[src/rtl/hds_pkg.sv]
// Shared widths, register indexes, reset values and pipeline tag type of the heat stencil.
package hds_pkg;

   localparam int TEMP_W      = 32;
   localparam int GAIN_W      = 16;
   localparam int ROWS_W      = 13;
   localparam int COLS_W      = 6;
   localparam int FRAC_W      = 16;
   localparam int CSR_DATA_W  = 16;
   localparam int CSR_INDEX_W = 2;

   localparam int LAP_W  = TEMP_W + 2;
   localparam int PROD_W = LAP_W + GAIN_W + 1;
   localparam int ACC_W  = PROD_W + 2;
   localparam int QUO_W  = ACC_W - FRAC_W;

   localparam logic [CSR_INDEX_W-1:0] CSR_GAIN_X      = 2'd0;
   localparam logic [CSR_INDEX_W-1:0] CSR_GAIN_Y      = 2'd1;
   localparam logic [CSR_INDEX_W-1:0] CSR_ROWS_IN_USE = 2'd2;
   localparam logic [CSR_INDEX_W-1:0] CSR_COLS_IN_USE = 2'd3;

   localparam logic [GAIN_W-1:0] GAIN_RESET = 16'd6554;
   localparam logic [ROWS_W-1:0] ROWS_RESET = 13'd8;
   localparam logic [COLS_W-1:0] COLS_RESET = 6'd8;

   typedef logic signed [TEMP_W-1:0] temp_type;
   typedef logic signed [PROD_W-1:0] prod_type;

   typedef struct packed {
      logic vld;
      logic is_grid;
      logic emit;
      logic on_border;
      logic last;
   } tag_type;

endpackage

[src/rtl/hds_line_buf.sv]
// Two row buffers with registered reads and per-entry valid bits.
module hds_line_buf import hds_pkg::*; #(
   parameter int MAX_COLS = 32,
   localparam int CW = $clog2(MAX_COLS)
) (
   input  logic          clock,
   input  logic          reset,
   input  logic          en,
   input  logic [CW-1:0] rd_addr,
   input  logic [CW-1:0] nb_addr,
   input  logic          cur_we,
   input  logic [CW-1:0] cur_wr_addr,
   input  temp_type      cur_wr_data,
   input  logic          above_we,
   input  logic [CW-1:0] above_wr_addr,
   input  temp_type      above_wr_data,
   output temp_type      ctr_q,
   output temp_type      right_q,
   output temp_type      up_q
);

   temp_type             cur_mem_ff [MAX_COLS];
   temp_type             above_mem_ff [MAX_COLS];
   logic [MAX_COLS-1:0]  cur_ok_ff;
   logic [MAX_COLS-1:0]  above_ok_ff;
   temp_type             ctr_raw_ff;
   temp_type             right_raw_ff;
   temp_type             up_raw_ff;
   logic                 ctr_ok_ff;
   logic                 right_ok_ff;
   logic                 up_ok_ff;

   always_ff @(posedge clock) begin
      if (en) begin
         ctr_raw_ff   <= cur_mem_ff[rd_addr];
         right_raw_ff <= cur_mem_ff[nb_addr];
         ctr_ok_ff    <= cur_ok_ff[rd_addr];
         right_ok_ff  <= cur_ok_ff[nb_addr];
         if (cur_we) begin
            cur_mem_ff[cur_wr_addr] <= cur_wr_data;
         end
      end
   end

   always_ff @(posedge clock) begin
      if (en) begin
         up_raw_ff <= above_mem_ff[rd_addr];
         up_ok_ff  <= above_ok_ff[rd_addr];
         if (above_we) begin
            above_mem_ff[above_wr_addr] <= above_wr_data;
         end
      end
   end

   // Entries never written read as zero, as after a full clear.
   always_ff @(posedge clock) begin
      if (reset) begin
         cur_ok_ff   <= '0;
         above_ok_ff <= '0;
      end else if (en) begin
         if (cur_we) begin
            cur_ok_ff[cur_wr_addr] <= 1'b1;
         end
         if (above_we) begin
            above_ok_ff[above_wr_addr] <= 1'b1;
         end
      end
   end

   assign ctr_q   = ctr_ok_ff ? ctr_raw_ff : '0;
   assign right_q = right_ok_ff ? right_raw_ff : '0;
   assign up_q    = up_ok_ff ? up_raw_ff : '0;

endmodule

[config.mk]
export PLATFORM = sky130hd
export DESIGN_NAME = hds_line_buf
export DESIGN_NICKNAME = d
export VERILOG_FILES = /design/src/rtl/hds_pkg.sv /design/src/rtl/hds_line_buf.sv
export SDC_FILE = /design/constraint.sdc
export NUM_CORES = 2
export LEC_CHECK = 0
export ABC_AREA = 1
export BUFFER_PORTS_ARGS = -buffer_cell sky130_fd_sc_hd__buf_2
export CELL_PAD_IN_SITES_DETAIL_PLACEMENT = 1
export CELL_PAD_IN_SITES_GLOBAL_PLACEMENT = 2
export CORE_UTILIZATION = 31
export DETAILED_ROUTE_END_ITERATION = 12
export PLACE_DENSITY_LB_ADDON = 0.1
export SLEW_MARGIN = 10
export SYNTH_ARGS = -nofsm -noshare
export SYNTH_HDL_FRONTEND = slang
export SYNTH_SLANG_ARGS = --single-unit
[constraint.sdc]
create_clock -name clock -period 3.15 [get_ports clock]
set_input_delay 0.63 -clock clock [delete_from_list [all_inputs] [get_ports clock]]
set_output_delay 0.63 -clock clock [all_outputs]
set_load 0.02 [all_outputs]
==> flow_metrics.tcl <==
set metrics [dict create \
    fin_cells 14470 \
    grtUsageTotal_pct 25.07 \
    cap_violations 0 \
    initial_core_util_pct 31.18 \
    syn_nets 10030 \
    cts_sinks 2211 \
    period_share_pct 89.72 \
    synth.largest_area_cell "edfxtp_1" \
    core_sq_um 318300 \
    drcViolationCount 0 \
    final_nets 10170 \
    yosys.cell_types.count 20 \
    crit_required_ns 2.52 \
    met3_length_mm 15.46 \
    first_global_vias 79790 \
    whs_endpoint "above_mem_ff[11][6]" \
    slew_violations 0 \
    cts_tree "done" \
    maxSlewHeadroom_pct 36.75 \
    place_area_sq_um 107200 \
    status "completed" \
    fin_crit_ns 2.826 \
    synth_top_cells_by_area "edfxtp_1 (65%), nand2_1 (15%), nand3_1 (13%)" \
    finalClockSkew_ns 0.03796 \
    final_cell_area_sq_um 115600 \
    worstSetupPathType "reg -> out" \
    areaGrowthSynthToFinish_pct 16.47 \
    fmaxAchievable_mhz 353.8 \
    yosys.area.top_type_share_pct 64.97 \
    crit_start "right_ok_ff" \
    root_buffer "clkbuf_16" \
    synth.avg_cell_area_sq_um 9.980 \
    viasPerCell 5.304 \
    insertion_delay_ns 0.91 \
    tightest_slew_ns 0.9465 \
    critPathMaxFanout 32 \
    cts_setup_buffers 0 \
    routed-wl-met2_mm 200.2 \
    drt-pass1-iter-count 5 \
    r2r_end "up_raw_ff[11]" \
    reg2regPathDepth 6 \
    grt_max_degree 144 \
    cts-buffers-inserted 276 \
    dr.first_iter.drc_count 5941 \
    grt-ovfl-total 0 \
    pin_count 185 \
    hold_violations 0 \
    ir_worst_vdd_v 0.0003979 \
    die_area_sq_um 322400 \
    ys_ff_latch 2211 \
    power.leakage_nw 43.84 \
    rsz0062_at_grt "false" \
    arrival_ns 2.20 \
    wl_met1_mm 183.9 \
    fp.dieH_microns 567.8 \
    min_path_type "in -> reg" \
    syn_inst 9943 \
    ant_nets 0 \
    die_w_microns 567.8 \
    power_density_nw_per_um2 597.1 \
    grt_pass1_wl_mm 588.0 \
    synth_warnings 0 \
    clockBufferDepth 4 \
    htreeDepth 5 \
    post-place-cells 13980 \
    place_congestion 0.7749 \
    top_layer "met5" \
    vias 76770 \
    rows 207 \
    synth_seq_area_share_pct 66.26 \
    ctsResizeCount 0 \
    setup_viol 0 \
    dp_hpwl_mm 229.0 \
    hold_depth 1 \
    r2r_slack_ns 1.69 \
    layout-drive-gt1-share_pct 9.570 \
    crit_path_start_kind "flip-flop" \
    ctsHoldBuffers 0 \
    wl_per_cell_microns 28.39 \
    endpoint_kind "primary output" \
    numPortBuffers 184 \
    clkSlewWorstSetupHoldPaths_ns 0.06 \
    antenna_found_initial 33 \
    r2r-start "above_mem_ff[16][11]" \
    drt-total-wl_mm 410.8 \
    synth_area_sq_um 99240 \
    hp-start "above_wr_data[6]" \
]
## worst max path at each step
stage / endpoint / slack (ns) / depth (start not counted)
after detailed placement: above_mem_ff[19][18] / -0.23 / 7
final: right_q[1] / 0.32 / 4
after global placement: above_mem_ff[19][18] / -0.27 / 7
after global routing: right_q[1] / 0.26 / 4
after CTS: right_q[1] / 0.22 / 4
after floorplan: above_mem_ff[0][0] / 0.15 / 4
## registers in the layout, indices dropped and copies added, names as in the netlist
name / flops
above_mem_ff: 1024
above_ok_ff: 32
ctr_ok_ff: 1
ctr_raw_ff: 32
cur_mem_ff: 1024
cur_ok_ff: 32
right_ok_ff: 1
right_raw_ff: 32
up_ok_ff: 1
up_raw_ff: 32
## metrics by stage
step	power [W]	hold WS (ns)	setup TNS (ns)	utilization, %	setup slack, ns
3_5_place_dp	0.03928	0.4460	-66.04	33.67	-0.2274
4_1_cts	0.06990	0.1700	0	36.30	0.2162
2_1_floorplan	0.03645	0.4301	0	-	0.1517
6_report	0.06902	0.2398	0	36.31	0.3238
5_1_grt	0.07127	0.2470	0	36.31	0.2612
3_3_place_gp	0.03922	0.4438	-77.43	33.67	-0.2656
## power by group
| part | switching (W) | internal [W] | leakage, nW |
|---|---|---|---|
| combinational | 0.00427 | 0.00154 | 19.8 |
| sequential | 0.000165 | 0.0326 | 19.9 |
| clock | 0.0130 | 0.0174 | 4.11 |
## cells by family after synthesis
group	synth area share, %
and+or+nand+nor	29.31
DFF	66.26
AOI/OAI and AO/OA	0.03025
buffers and inverters	4.397
## cell type report
class / count / area [sq um]
inverters: 174 / 754.5
well taps: 4180 / 5230
multi-input cells: 6864 / 29310
fillers: 35340 / 202700
flip-flops and latches: 2211 / 65750
clock inverters: 125 / 989.7
repair buffers: 555 / 6110
clock buffers: 353 / 7402
diodes: 11 / 27.53
## cell usage after synthesis
master    instances
inv_2             1
inv_4             1
edfxtp_1       2147
buf_4            80
clkinv_2          1
dfxtp_1          64
buf_6            46
buf_1            90
buf_8             1
a21oi_1           5
nand2_1        4037
nand3_1        2651
buf_12            2
nor3_1           24
buf_2           329
o21ai_0           1
nor2_1          146
inv_1           169
clkinv_1          2
clkbuf_1        146
## critical path: stages (launching register included)
cell	delay (ns)
edfxtp_1	0.37
buf_12	0.34
nand2_1	0.11
inv_1	0.24
buf_2	0.22
## layout by cell type (no fill, tap or decap)
| cell type | count |
|---|---|
| inv_1 | 126 |
| nand3_1 | 2651 |
| clkinv_16 | 1 |
| buf_6 | 1 |
| dfxtp_1 | 64 |
| nor3_1 | 24 |
| inv_8 | 5 |
| clkbuf_16 | 281 |
| buf_4 | 188 |
| edfxtp_1 | 2147 |
| bufinv_16 | 10 |
| clkinv_2 | 51 |
| inv_16 | 5 |
| buf_8 | 6 |
| buf_2 | 173 |
| diode_2 | 11 |
| nor2_4 | 26 |
| inv_4 | 1 |
| inv_2 | 20 |
| clkbuf_8 | 12 |
| clkbuf_1 | 62 |
| inv_6 | 12 |
| clkinv_8 | 7 |
| clkinv_1 | 61 |
| a21oi_1 | 5 |
| nor2_1 | 120 |
| buf_12 | 185 |
| nand2_1 | 4037 |
| o21ai_0 | 1 |
## metal layers
layer	GRT usage [%]	vias to the layer above
met5	0	-
met4	6.711	14
met3	2.580	599
met2	43.15	1702
met1	33.51	39980
li1	-	34470
(Power assumes the default switching activity.)
