## config.mk

```make
export PLATFORM = sky130hd
export DESIGN_NAME = hds_update
export DESIGN_NICKNAME = d
export VERILOG_FILES = /design/src/rtl/hds_pkg.sv /design/src/rtl/hds_update.sv
export SDC_FILE = /design/constraint.sdc
export NUM_CORES = 2
export LEC_CHECK = 0
export ABC_CLOCK_PERIOD_IN_PS = 26900
export BUFFER_PORTS_ARGS = -buffer_cell sky130_fd_sc_hd__buf_2
export CORE_MARGIN = 3
export CORE_UTILIZATION = 45
export CTS_CLUSTER_DIAMETER = 100
export DETAILED_ROUTE_END_ITERATION = 12
export GPL_TIMING_DRIVEN = 0
export PLACE_DENSITY = 0.68
export SLEW_MARGIN = 0
export SYNTH_ARGS = -nofsm -noshare
export SYNTH_HDL_FRONTEND = slang
export SYNTH_SLANG_ARGS = --single-unit
```

## constraint.sdc

```tcl
create_clock -name clock -period 26.9 [get_ports clock]
set_clock_uncertainty 0.05 [all_clocks]
set_input_delay 2.69 -clock clock [delete_from_list [all_inputs] [get_ports clock]]
set_output_delay 2.69 -clock clock [all_outputs]
set_load 0.02 [all_outputs]
```

## src/rtl/hds_pkg.sv

```systemverilog
// Shared widths, register indexes, reset values and pipeline tag type of the heat stencil.
package hds_pkg;

   localparam int TEMP_W      = 32;
   localparam int GAIN_W      = 16;
   localparam int ROWS_W      = 13;
   localparam int COLS_W      = 6;
   localparam int FRAC_W      = 16;
   localparam int CSR_DATA_W  = 16;
   localparam int CSR_INDEX_W = 2;

   localparam int LAP_W  = TEMP_W + 2;
   localparam int PROD_W = LAP_W + GAIN_W + 1;
   localparam int ACC_W  = PROD_W + 2;
   localparam int QUO_W  = ACC_W - FRAC_W;

   localparam logic [CSR_INDEX_W-1:0] CSR_GAIN_X      = 2'd0;
   localparam logic [CSR_INDEX_W-1:0] CSR_GAIN_Y      = 2'd1;
   localparam logic [CSR_INDEX_W-1:0] CSR_ROWS_IN_USE = 2'd2;
   localparam logic [CSR_INDEX_W-1:0] CSR_COLS_IN_USE = 2'd3;

   localparam logic [GAIN_W-1:0] GAIN_RESET = 16'd6554;
   localparam logic [ROWS_W-1:0] ROWS_RESET = 13'd8;
   localparam logic [COLS_W-1:0] COLS_RESET = 6'd8;

   typedef logic signed [TEMP_W-1:0] temp_type;
   typedef logic signed [PROD_W-1:0] prod_type;

   typedef struct packed {
      logic vld;
      logic is_grid;
      logic emit;
      logic on_border;
      logic last;
   } tag_type;

endpackage

```

## src/rtl/hds_update.sv

```systemverilog
// Stencil arithmetic: weighted Laplacian products, then rounding and saturation; border points keep their centre value.
module hds_update import hds_pkg::*; (
   input  logic              clock,
   input  logic              reset,
   input  logic              en,
   input  tag_type           in_tag,
   input  temp_type          ctr,
   input  temp_type          up,
   input  temp_type          down,
   input  temp_type          left,
   input  temp_type          right,
   input  logic [GAIN_W-1:0] gain_x,
   input  logic [GAIN_W-1:0] gain_y,
   output tag_type           out_tag,
   output temp_type          result
);

   logic signed [LAP_W-1:0] lap_x;
   logic signed [LAP_W-1:0] lap_y;
   prod_type                prod_x_in;
   prod_type                prod_y_in;
   prod_type                prod_x_ff;
   prod_type                prod_y_ff;
   temp_type                ctr_ff;
   tag_type                 tag_ff;
   logic signed [ACC_W-1:0] acc;
   logic signed [QUO_W-1:0] quo;
   logic                    fits;

   assign lap_x = LAP_W'(up) + LAP_W'(down) - (LAP_W'(ctr) <<< 1);
   assign lap_y = LAP_W'(left) + LAP_W'(right) - (LAP_W'(ctr) <<< 1);

   assign prod_x_in = $signed({1'b0, gain_x}) * lap_x;
   assign prod_y_in = $signed({1'b0, gain_y}) * lap_y;

   always_ff @(posedge clock) begin
      if (en) begin
         prod_x_ff <= prod_x_in;
         prod_y_ff <= prod_y_in;
         ctr_ff    <= ctr;
      end
   end

   always_ff @(posedge clock) begin
      if (reset) begin
         tag_ff <= '0;
      end else if (en) begin
         tag_ff <= in_tag;
      end
   end

   // Half is added before the floor shift, so ties round upwards.
   assign acc = (ACC_W'(ctr_ff) <<< FRAC_W) + ACC_W'(prod_x_ff) + ACC_W'(prod_y_ff)
              + (ACC_W'(1) <<< (FRAC_W - 1));
   assign quo  = acc[ACC_W-1:FRAC_W];
   assign fits = (quo[QUO_W-1:TEMP_W-1] == '0) || (quo[QUO_W-1:TEMP_W-1] == '1);

   always_comb begin
      if (tag_ff.on_border) begin
         result = ctr_ff;
      end else if (fits) begin
         result = quo[TEMP_W-1:0];
      end else if (quo[QUO_W-1]) begin
         result = {1'b1, {(TEMP_W-1){1'b0}}};
      end else begin
         result = {1'b0, {(TEMP_W-1){1'b1}}};
      end
   end

   assign out_tag = tag_ff;

endmodule

```

==> impl_metrics.env <==
export IMPL_drv_cap=0
export IMPL_core_area_sq_mm=0.113
export IMPL_fill_cells=10800
export IMPL_grt_max_degree=75
export IMPL_port_buffers=220
export IMPL_cts_resized=0
export IMPL_synth_compound_area_share=0.0834
export IMPL_dieHeight_um=344
export IMPL_crit_path_frequent_cell="fa_1"
export IMPL_worstMarginPinSlew_ns=1.42
export IMPL_syn_to_final_growth_pct=7.18
export IMPL_cts_max_path_buffers=2
export IMPL_required_ns=27.03
export IMPL_nets=7685
export IMPL_criticalPathCategory="input pin to flip-flop"
export IMPL_yosysUniqueCellTypes=79
export IMPL_first_iter_violations=3292
export IMPL_grt_setup_unrepaired="no"
export IMPL_syn_area_sq_mm=0.0513
export IMPL_drive_gt1_frac=0.0521
export IMPL_path_max_fanout=10
export IMPL_ys_seq_area_frac=0.0803
export IMPL_grt_pass1_vias=41300
export IMPL_synth_edf_count=134
export IMPL_fin_crit_ns=13.74
export IMPL_arrival_ns=13.88
export IMPL_status="complete, no violations"
export IMPL_clock_sinks=139
export IMPL_register_area_sq_mm=0.00412
export IMPL_syn_nets=7444
export IMPL_synth_seq_cells=139
export IMPL_timing_final_crit_share=0.511
export IMPL_clockRootBuffer="clkbuf_16"
export IMPL_startpoint_type="input pin"
export IMPL_yosysTopAreaCellShare=0.437
export IMPL_yosys_area_share_simple=0.139
export IMPL_synthXorXnorAreaFrac=0.0350
export IMPL_hold_viol=0
export IMPL_yosysTopAreaCell="fa_1"
export IMPL_synth_mux_area_frac=0.000975
export IMPL_multi_input_area_sq_mm=0.0405
export IMPL_drv_slew=0
export IMPL_setup_viol=0
export IMPL_antenna_found_initial=19
export IMPL_dr_total_vias=39600
export IMPL_ant_nets=0
export IMPL_synth_top_family_by_area="adder cells"
export IMPL_wl_um=152000
export IMPL_fmaxAchievable_mhz=72.8
export IMPL_ys_flop_type="edfxtp_1"
export IMPL_synth_adder_area_share=0.530
export IMPL_track_usage=0.264
export IMPL_cts_hold_buf=0
export IMPL_h_tree_depth=4
export IMPL_drc=0
export IMPL_globalplace_congestion=0.953
export IMPL_slowest_stage="a211oi_2"
export IMPL_grt_pass1_wl_um=235000
export IMPL_io_pins=237
export IMPL_routedWlPerCell_um=20.3
export IMPL_cts_tree="built"
export IMPL_yosys_top_cells_area="fa_1 44%, inv_1 11%, ha_1 9.1%"
export IMPL_whs_ns=0.451
export IMPL_dieArea_sq_mm=0.118
export IMPL_globalRoute_totalOverflow=0
export IMPL_synthTopCellsByCount="1,537 x inv_1, 1,121 x fa_1, 769 x nand2_1, 399 x and2_1, 373 x ha_1"
export IMPL_initial_core_util=0.455
export IMPL_slowest_delay_ns=0.82
export IMPL_cts_buffers=17
export IMPL_clk_pin_slew_ns=0.06
export IMPL_cts_setup_buffers=0
export IMPL_drtPass1Iterations=7
export IMPL_vias_per_cell=5.27
export IMPL_worst_hold_path_type="flip-flop to flip-flop"
export IMPL_worstSkewPairLatency_ns=0.44
export IMPL_tns_ns=0
export IMPL_synth_area_per_cell_sq_um=8.93
export IMPL_yosys_warnings=0
export IMPL_worst_setup_path_end_kind="flip-flop"
export IMPL_die_x_um=344
export IMPL_dp_hpwl_um=132000
export IMPL_yosysMostFrequentCell="inv_1"
export IMPL_core_rowCount=123
export IMPL_synthCells=5750
export IMPL_max_slew_margin_rel=0.0462
export IMPL_async_flop_share=0
-- final timing paths --
path | depth (start not counted) | startpoint | end | slack, ns
min reg2reg | 2 | out_tag[2] | out_tag[2] | 0.45
min | 2 | out_tag[2] | out_tag[2] | 0.45
max | 39 | ctr[1] | prod_x_ff[47] | 13.16
max reg2reg | 4 | out_tag[1] | out_tag[1] | 24.90
-- flip-flops by register name, summed over array words and instances (netlist names) --
name and cells:
ctr_ff 32, prod_x_ff 51, out_tag 5, prod_y_ff 51
-- final cells by class --
type,instances,share of cell area
multi-input cells,3843,0.736
inverters,1537,0.105
flip-flops and latches,139,0.0750
well taps,1500,0.0341
repair buffers,222,0.0208
plain buffers,231,0.0169
clock buffers,17,0.00773
clock inverters,14,0.00412
diodes,4,0.000182
-- cells by family after synthesis --
family,count (synthesis)
flip-flops,139
AND/OR/NAND/NOR,1505
XOR/XNOR,204
buffers and inverters,1768
adder cells (fa/ha/maj),1506
multiplexers,5
AO/OA/AOI/OAI,623
-- per-layer routing --
metal	GRT usage	wire, um	vias to the layer above
li1	-	-	17600
met1	0.362	62200	20000
met2	0.417	68800	1635
met3	0.0452	13700	313
met4	0.111	7660	0
met5	0	0	-
-- layout by cell type, fill, tap and decap left out, types with 13 or more instances in the layout --
| cell | count |
|---|---|
| ha_1 | 373 |
| fa_1 | 1121 |
| o21a_1 | 36 |
| o21ai_0 | 87 |
| a21o_1 | 106 |
| nor3_1 | 26 |
| clkbuf_16 | 17 |
| nor2_1 | 111 |
| and2_1 | 399 |
| nand2b_1 | 33 |
| inv_1 | 1537 |
| o21bai_1 | 31 |
| a211oi_1 | 13 |
| o21ai_1 | 13 |
| nand3_1 | 42 |
| nand4_1 | 33 |
| a221oi_2 | 23 |
| xor2_1 | 51 |
| nand2_1 | 769 |
| edfxtp_1 | 134 |
| a31oi_1 | 20 |
| a21oi_1 | 180 |
| clkbuf_1 | 208 |
| buf_2 | 229 |
| xnor2_1 | 152 |
| nor2b_1 | 47 |
-- critical path: cells and delay by family --
| family | cells | cell delay (ns) |
|---|---|---|
| compound gates | 15 | 3.92 |
| xor+xnor | 2 | 0.64 |
| fa+ha+maj | 9 | 4.18 |
| buf+inv | 7 | 1.20 |
| simple gates | 6 | 1.22 |
-- per-stage QoR --
| step | util | area (sq um) | worst slack, ns | instances |
|---|---|---|---|---|
| 2_1_floorplan | - | 51300 | 15.17 | 5750 |
| 3_3_place_gp | 0.481 | 54300 | 12.40 | 7470 |
| 3_5_place_dp | 0.482 | 54400 | 12.86 | 7472 |
| 4_1_cts | 0.488 | 55000 | 13.30 | 7503 |
| 5_1_grt | 0.488 | 55000 | 12.47 | 7504 |
| 6_report | 0.488 | 55000 | 13.16 | 7507 |
Power is left out: the tool's default activity adds up to more than one toggle a clock period on the data nets, which glitch-free logic cannot reach.
